<file path="config.mk">
export PLATFORM = sky130hd
export DESIGN_NAME = hpt_ctrl
export DESIGN_NICKNAME = d
export VERILOG_FILES = /design/src/hw/rtl/hpt_pkg.sv /design/src/hw/rtl/hpt_ctrl.sv
export SDC_FILE = /design/constraint.sdc
export NUM_CORES = 1
export LEC_CHECK = 0
export ABC_AREA = 1
export BUFFER_PORTS_ARGS = -buffer_cell sky130_fd_sc_hd__buf_2
export CORE_AREA = 2 2 39 41
export DETAILED_ROUTE_END_ITERATION = 8
export DIE_AREA = 0 0 41 43
export PLACE_DENSITY = 0.63
export SYNTH_ARGS = -nofsm -noshare
export SYNTH_HDL_FRONTEND = slang
export SYNTH_SLANG_ARGS = --single-unit
export TNS_END_PERCENT = 20
</file>
<file path="constraint.sdc">
create_clock -name clk -period 1.8 [get_ports clk]
set_input_delay 0.36 -clock clk [delete_from_list [all_inputs] [get_ports clk]]
set_output_delay 0.36 -clock clk [all_outputs]
set_load 0.01 [all_outputs]
</file>
<file path="src/hw/rtl/hpt_pkg.sv">
package hpt_pkg;

    // Binary angles: a full turn is 2^ANGLE_BITS.
    localparam int ANGLE_BITS   = 16;
    localparam int FIELD_W      = 16;
    localparam int ZEN_W        = ANGLE_BITS - 1;
    localparam int FULL_TURN    = 2 ** ANGLE_BITS;
    localparam int HALF_TURN    = 2 ** (ANGLE_BITS - 1);
    localparam int BINS_DEFAULT = 256;

    localparam logic [ZEN_W-1:0] QUARTER_TURN = ZEN_W'(2 ** (ANGLE_BITS - 2));

    typedef enum logic [1:0] {
        OP_RISE  = 2'd0,
        OP_QUERY = 2'd1,
        OP_CLEAR = 2'd2
    } op_t;

    typedef enum logic [3:0] {
        ST_INIT,
        ST_IDLE,
        ST_DECODE,
        ST_ARC,
        ST_RISE,
        ST_DRAIN,
        ST_QRD_I,
        ST_QRD_J,
        ST_QMUL,
        ST_QCMP,
        ST_CLR,
        ST_DONE
    } state_t;

    typedef struct packed {
        logic load_in;
        logic decode;
        logic arc_setup;
        logic rise_read;
        logic sweep_write;
        logic query_read_i;
        logic query_read_j;
        logic query_mul;
        logic query_cmp;
        logic out_load;
    } hpt_cmd_t;

    typedef struct packed {
        op_t  op;
        logic rise_ok;
        logic walk_last;
        logic rise_last;
        logic out_free;
    } hpt_status_t;

endpackage

</file>
<file path="src/hw/rtl/hpt_ctrl.sv">
module hpt_ctrl (
    input  logic                clk,
    input  logic                rst_n,
    input  logic                s_tvalid,
    output logic                s_tready,
    input  hpt_pkg::hpt_status_t status,
    output hpt_pkg::hpt_cmd_t    cmd
);
    import hpt_pkg::*;

    state_t state_reg;
    state_t state_next;

    always_ff @(posedge clk or negedge rst_n)
    begin
        if (!rst_n)
        begin
            state_reg <= ST_INIT;
        end
        else
        begin
            state_reg <= state_next;
        end
    end

    always_comb
    begin
        state_next = state_reg;
        cmd        = '0;
        s_tready   = 1'b0;
        case (state_reg)
            ST_INIT:
            begin
                cmd.sweep_write = 1'b1;
                if (status.walk_last)
                begin
                    state_next = ST_IDLE;
                end
            end
            ST_IDLE:
            begin
                s_tready = 1'b1;
                if (s_tvalid)
                begin
                    cmd.load_in = 1'b1;
                    state_next  = ST_DECODE;
                end
            end
            ST_DECODE:
            begin
                cmd.decode = 1'b1;
                case (status.op)
                    OP_RISE:  state_next = ST_ARC;
                    OP_QUERY: state_next = ST_QRD_I;
                    OP_CLEAR: state_next = ST_CLR;
                    default:  state_next = ST_DONE;
                endcase
            end
            ST_ARC:
            begin
                cmd.arc_setup = 1'b1;
                state_next    = status.rise_ok ? ST_RISE : ST_DONE;
            end
            ST_RISE:
            begin
                cmd.rise_read = 1'b1;
                if (status.rise_last)
                begin
                    state_next = ST_DRAIN;
                end
            end
            ST_DRAIN:
            begin
                state_next = ST_DONE;
            end
            ST_QRD_I:
            begin
                cmd.query_read_i = 1'b1;
                state_next       = ST_QRD_J;
            end
            ST_QRD_J:
            begin
                cmd.query_read_j = 1'b1;
                state_next       = ST_QMUL;
            end
            ST_QMUL:
            begin
                cmd.query_mul = 1'b1;
                state_next    = ST_QCMP;
            end
            ST_QCMP:
            begin
                cmd.query_cmp = 1'b1;
                state_next    = ST_DONE;
            end
            ST_CLR:
            begin
                cmd.sweep_write = 1'b1;
                if (status.walk_last)
                begin
                    state_next = ST_DONE;
                end
            end
            ST_DONE:
            begin
                if (status.out_free)
                begin
                    cmd.out_load = 1'b1;
                    state_next   = ST_IDLE;
                end
            end
            default:
            begin
                state_next = ST_IDLE;
            end
        endcase
    end

    // A clearing sweep always starts from bin zero.
    a_sweep_starts: assert property (@(posedge clk) disable iff (!rst_n)
        (state_reg == ST_DECODE && status.op == OP_CLEAR) |=> state_reg == ST_CLR)
        else $error("clear did not enter sweep");

    a_rise_has_bins: assert property (@(posedge clk) disable iff (!rst_n)
        (state_reg == ST_ARC && !status.rise_ok) |=> state_reg == ST_DONE)
        else $error("empty arc walked bins");

    a_done_holds: assert property (@(posedge clk) disable iff (!rst_n)
        (state_reg == ST_DONE && !status.out_free) |=> state_reg == ST_DONE)
        else $error("result dropped while output full");

endmodule

</file>
== Yosys cells after proc, flatten, opt, wreduce, memory -nomap -nowiden ==
Index checks and enable logic that the tools add are counted.

* Register bits: 4
* Latch bits: 0
* Memory bits (writable): 0
* ROM bits: 0
* Input bits: 9
* Word-level logic and storage cells: 45
* Memories: 0

* Add/subtract/negate cells: 0
* $mul: 0
* Div/mod/pow operators: 0
* Magnitude comparators: 0
* Equality and inequality tests: 18
* Shift-type cells: 0
* Muxes and demuxes: 21
* Bitwise operators: 0
* Reductions and logical operators: 5

{| class="wikitable"
|+ Operator list
! cell !! count
|-
| 4-bit one-hot mux with 11 select lines || 1
|-
| 4-bit 2-to-1 mux || 6
|-
| 4-bit by 3-bit equality test with 1-bit output, second input constant || 4
|-
| 4-bit equality test, second input constant || 4
|-
| 1-bit 2-to-1 mux || 13
|-
| 4-bit one-hot mux with 3 select lines || 1
|-
| 2-bit inequality test, second input constant || 5
|-
| 4-bit by 2-bit equality test with 1-bit output, second input constant || 2
|-
| 5-bit AND reduction || 1
|-
| 4-bit by 1-bit equality test with 1-bit output, second input constant || 1
|-
| 4-bit zero test || 1
|-
| 2-bit OR reduction || 2
|-
| 2-bit by 1-bit equality test with 1-bit output, second input constant || 1
|-
| 2-bit equality test, second input constant || 1
|-
| 2-bit zero test || 1
|}

== Longest topological paths before layout ==
Gate-level depths: netlist (run 1).

* Word-level depth: 3
* Mapped depth: 8
* Mapped depth without buffers: 8

== Worst setup path before layout (run 1) ==
Ideal clock, no wire load.

* Kind: register to output
* Start point: register state_reg[2]
* End point: output port cmd[4] (netlist bit)
* Arrival time: 965 ps
* Data required time: 1,440 ps
* Path slack: 475 ps
* Stages on the path, launching flop included: 5
* Path buffers: 0
* Cell sequence: dfrtp_1 > inv_2 > nor2_2 > inv_1 > nor3_1

{| class="wikitable"
|+ RTL lines
! item !! line !! source
|-
| start, declared || hpt_ctrl.sv:11 || <nowiki>state_t state_reg;</nowiki>
|-
| start signal, assigned || hpt_ctrl.sv:22 || <nowiki>state_reg <= state_next;</nowiki>
|-
| end, declared || hpt_ctrl.sv:7 || <nowiki>output hpt_pkg::hpt_cmd_t cmd</nowiki>
|}

==> results of run 1 <==
==> metrics by stage <==
stage,cell area [sq um],utilization [%]
6_report,638,46.1
5_1_grt,638,46.1
4_1_cts,638,46.1
3_5_place_dp,606,43.8
3_3_place_gp,606,43.8
2_1_floorplan,490,-
==> cell usage in the layout (no fill, tap or decap) <==
| cell | count |
|---|---|
| a21oi_1 | 1 |
| a21oi_4 | 1 |
| buf_2 | 19 |
| clkbuf_4 | 3 |
| dfrtp_1 | 4 |
| dlygate4sd3_1 | 1 |
| ha_1 | 3 |
| inv_1 | 17 |
| inv_2 | 3 |
| nand2_1 | 20 |
| nand2_2 | 2 |
| nand3_1 | 5 |
| nand3_2 | 1 |
| nand3b_1 | 2 |
| nor2_1 | 8 |
| nor2_2 | 5 |
| nor2_4 | 2 |
| nor3_1 | 3 |
| o21ai_0 | 1 |
| o21ai_1 | 3 |
==> power groups by stage <==
stage          registers (W)  logic, W  clock network [W]
3_5_place_dp        0.000209  0.000714                  0
4_1_cts             0.000208  0.000718           0.000113
3_3_place_gp        0.000208  0.000715                  0
5_1_grt             0.000221  0.000811           0.000120
6_report            0.000209  0.000706           0.000114
2_1_floorplan       0.000198  0.000540                  0
==> final cells by class <==
class	count	share of cell area, %
well taps	16	3.14
clock buffers	3	3.53
inverters	20	11.8
repair buffers	20	16.5
flip-flops and latches	4	15.7
multi-input cells	57	49.4
==> path summary, 6_finish.rpt <==
check	from	slack (ps)	end
worst min-delay path	status[3]	360	state_reg[2]
worst min register to register	state_reg[1]	640	state_reg[3]
min in group asynchronous	rst_n	460	state_reg[3]
max in group asynchronous	rst_n	1220	state_reg[0]
worst max-delay path	state_reg[2]	160	cmd[4]
worst max register to register	state_reg[3]	490	state_reg[0]
==> cells by family (layout without fill, tap and decap cells) <==
family,count (synthesis),count (layout),synth area share [%]
AND/OR/NAND/NOR,48,48,48.2
buffers and inverters,20,43,15.3
AO/OA/AOI/OAI,6,6,8.42
flip-flops,4,4,20.4
adder cells (fa/ha/maj),3,3,7.65
==> critical path: stages (launching register included) <==
cell and delay [ps]:
dfrtp_1 460, inv_2 50, nor2_2 180, inv_1 80
nor3_1 120, buf_2 150
==> per-layer routing <==
metal  up-vias  global-route usage, %  wire length, microns
met5         -                      0                     0
met4         0                   8.00                    11
met3         2                   3.66                    68
met2        20                   24.4                   543
met1       227                   20.3                   487
li1        292                      -                     -
==> flow_summary.toml, run 1 <==
[run_status]
status = "completed"

[global_routing]
track_usage_pct = 16.0
grt_pass1_vias = 495
grt_max_degree = 7
overflow = 0
grt_first_pass_wirelength_microns = 1930
antenna_found_initial = 0

[critical_path]
worstPathMaxFanout = 5
crit_type = "flop to primary output"
endpoint_kind = "primary output"
r2r_cells = 8
required_ps = 1440
start_kind = "flop"
arrival_ps = 1280

[final_layout]
n_antenna_cell = 0
stdcell_count = 120
multi_input_area_sq_um = 315
areaGrowthSynthToFinish_pct = 30.1
final_nets = 118
fillers = 157
seq_area_sq_um = 100
drive_gt1_share_pct = 34.6
largest_reg_flops = 4

[sta]
clock_skew_ps = 1.84
fmax_mhz = 608
slew_viol_final = 0
setup_ws_ps = 156
finalSetupViolations = 0
setup_tns_ps = 0
finalCritPeriodShare_pct = 91.3
hold_slack_ps = 364
rsz0062_at_grt = "false"
layout_min_cycle_time_ps = 1640
relSlewSlack_pct = 84.2
worst_pin_slew_ps = 238
hold_viol = 0

[floorplanning]
coreArea_sq_mm = 0.00138
row_count = 14
ios = 20
die_x_microns = 41
dieArea_sq_mm = 0.00176
die_y_microns = 43
initial_core_util_pct = 35.4

[logic_synthesis]
seq_area_frac_synth_pct = 20.4
yosysMostFrequentCell = "nand2_1"
yosysWarnings = 0
synthTopCellsByCount = "20 x nand2_1, 17 x inv_1, 8 x nor2_1"
yosysTopAreaCell = "dfrtp_1"
synth-edff-count = 0
ys_ff_latch = 4
synthTopCellsByArea = "dfrtp_1 20%, nand2_1 15%, inv_1 13%, ha_1 7.7%, nor2_2 6.4%"
syn_area_sq_um = 490
avgSynthCellArea_sq_um = 6.06
ys_async_sr_fraction_pct = 100
synth-main-ff-cell = "dfrtp_1"
syn_nets = 93
syn-instance-count = 81
synth_top_cell_area_share_pct = 20.4
yosysUniqueCellTypes = 17

[clock_tree]
htree_levels = 1
max-clock-path-buffers = 2
clk_latency_ps = 240
clock-root-buffer = "clkbuf_4"
cts_resized = 0
postCtsSetupBuffers = 0
clk_pin_slew_ps = 40
numCtsBuffers = 3
postCtsHoldBufs = 1
cts_sinks = 4
cts_tree = "built"

[power_and_ir_drop]
combPwrFrac_pct = 68.6
p_int_w = 0.000472
vdd_drop_max_v = 0.000560
power.switching_w = 0.000557
leakage_nw = 0.415
clkPwrFrac_pct = 11.1
seq_power_share_pct = 20.3
fin_total_pwr_w = 0.00103
powerDensity_mw_per_mm2 = 1610
netSwitchingFraction_pct = 54.2

[hold_path]
whs_path_depth = 3
worstHoldPathType = "input port to flop"

[placement]
port_buffers = 19
dp.cells = 116
pre_cts_slack_ps = 410
place.gp.congestion = 0.761
hpwl_microns = 983

[detailed_routing]
drc_errors = 0
ant_nets = 0
post_drt_wl_per_cell_microns = 9.26
vias = 541
drt-total-wl_microns = 1110
drtIter0Drc = 4
vias_per_cell = 4.51
drtPass1Iterations = 4

[flow_run]
cap_viol_max_count = 0
(Power assumes the default switching activity.)
==> run 2: changes to the inputs <==
--- a/config.mk
+++ b/config.mk
@@ -6,11 +6,12 @@
 export NUM_CORES = 1
 export LEC_CHECK = 0
 export ABC_AREA = 1
-export BUFFER_PORTS_ARGS = -buffer_cell sky130_fd_sc_hd__buf_2
 export CORE_AREA = 2 2 39 41
 export DETAILED_ROUTE_END_ITERATION = 8
 export DIE_AREA = 0 0 41 43
-export PLACE_DENSITY = 0.63
+export DONT_BUFFER_PORTS = 1
+export PLACE_DENSITY = 0.5
+export REMOVE_ABC_BUFFERS = 1
 export SYNTH_ARGS = -nofsm -noshare
 export SYNTH_HDL_FRONTEND = slang
 export SYNTH_SLANG_ARGS = --single-unit
==> flow_summary.toml, run 2 (synthesis results as in run 1) <==
[power_and_ir_drop]
vdd_drop_max_v = 0.000554
leakage_nw = 0.325
powerDensity_mw_per_mm2 = 1750

[placement]
place.gp.congestion = 0.717
dp.cells = 97
pre_cts_slack_ps = 381
hpwl_microns = 945
postPlaceCellArea_sq_um = 510
port_buffers = 0

[clock_tree]
cts_sinks = 4
clock-root-buffer = "clkbuf_4"
clk_latency_ps = 230
max-clock-path-buffers = 2
cts_resized = 0
cts_tree = "built"
numCtsBuffers = 3
htree_levels = 1
clk_pin_slew_ps = 30

[detailed_routing]
vias_per_cell = 4.65
ant_nets = 0
drtIter0Drc = 1
post_drt_wl_per_cell_microns = 10.5
highest_layer = "met3"
vias = 470
wl_met1_microns = 466
wl_met3_microns = 41
drtPass1Iterations = 2
drt-total-wl_microns = 1060
dr_wl_met2_microns = 551
drc_errors = 0

[sta]
rsz0062_at_grt = "false"
hold_viol = 0
relSlewSlack_pct = 76.3
finalCritPeriodShare_pct = 91.5
fmax_mhz = 607
slew_viol_final = 0
layout_min_cycle_time_ps = 1650
clock_skew_ps = 1.31
setup_ws_ps = 154
setup_tns_ps = 0
finalSetupViolations = 0
worst_pin_slew_ps = 353

[floorplanning]
die_x_microns = 41
ios = 20
coreArea_sq_mm = 0.00138
dieArea_sq_mm = 0.00176
initial_core_util_pct = 35.4
die_y_microns = 43
row_count = 14

[global_routing]
grt_first_pass_wirelength_microns = 1750
grt_pass1_vias = 447
track_usage_pct = 14.7
grt_max_degree = 7
antenna_found_initial = 0
overflow = 0

[critical_path]
arrival_ps = 1290
r2r_end = "state_reg[1]"
worstPathMaxFanout = 5
cp_cell_sequence = "inv_2 -> nor2_2 -> inv_1 -> nor3_1"
r2r_cells = 6
reg2reg_slack_ps = 450
critical_path.slowest_cell = "dfrtp_1"
required_ps = 1440
critical_path_buf_inv_count = 2
endpoint_kind = "primary output"
reg2reg_from = "state_reg[0]"
cp_top_family = "flip-flops"
max_stage_delay_ps = 460
crit_type = "flop to primary output"
start_kind = "flop"

[final_layout]
n_antenna_cell = 0
largest_reg_flops = 4
areaGrowthSynthToFinish_pct = 10.7
fin_util_pct = 39.2
final_common_cell = "nand2_1"
final_nets = 99
stdcell_count = 101
fillers = 172
finalInstanceArea_sq_um = 543
final_cell_mix = "20 x nand2_1, 17 x inv_1, 8 x nor2_1"
drive_gt1_share_pct = 20.0

[run_status]
status = "completed"

[hold_path]
whs_path_depth = 2
min_from = "status[3]"
hold_path_end = "state_reg[2]"
worstHoldPathType = "input port to flop"

[flow_run]
cap_viol_max_count = 0
-- run 2: cell types whose count changed in the layout (fill, tap and decap cells not counted) --
cell   before  now
buf_2      19    0
-- run 2: through the flow --
stage	total power (W)	hold slack [ps]
floorplan	0.000738	64.4
global placement	0.000856	64.5
detailed placement	0.000852	64.5
CTS	0.000970	266
global route	0.00108	300
finish	0.000950	276
-- run 2: worst max-delay path by stage --
stage	startpoint	to	slack [ps]	depth (start not counted)
after floorplan	state_reg[2]	cmd[4]	480	4
after detailed placement	state_reg[2]	cmd[4]	380	4
after global placement	state_reg[3]	cmd[0]	410	4
after global routing	state_reg[2]	cmd[4]	70	4
after CTS	state_reg[2]	cmd[4]	130	4
final	state_reg[2]	cmd[4]	150	4
-- run 2: worst reg2reg max path: stages, from the launching register on --
cell and delay (ps):
dfrtp_1 440, nor2_1 230, nand2_1 170, a21oi_4 190, nor2_2 70, o21ai_1 70
nand2_1 60
-- run 2: metal layers --
layer / GRT usage [%] / vias up
li1: - / 251
met1: 17.3 / 207
met2: 23.4 / 12
met3: 3.14 / 0
met4: 8.00 / 0
met5: 0 / -
-- run 2: layout make-up --
cell class	count	area, sq um	area share (%)
clock buffer	3	22.5	4.15
inverter	20	75.1	13.8
multi-input combinational	57	315	58.1
sequential	4	100	18.4
tap	16	20.0	3.69
timing repair buffer	1	10.0	1.84
-- run 2: what timing repair did --
action	4_1_cts	5_1_grt
endpoints found under the hold margin	4	0
buffers inserted	0	0
hold buffers	1	0
-- run 2: power by group --
group | internal, W | leakage [nW] | switching, W | total (W)
combinational | 0.000203 | 0.262 | 0.000431 | 0.000633
clock | 0.0000742 | 0.0138 | 0.0000324 | 0.000107
sequential | 0.000139 | 0.0501 | 0.0000707 | 0.000210
total | 0.000416 | 0.325 | 0.000534 | 0.000950
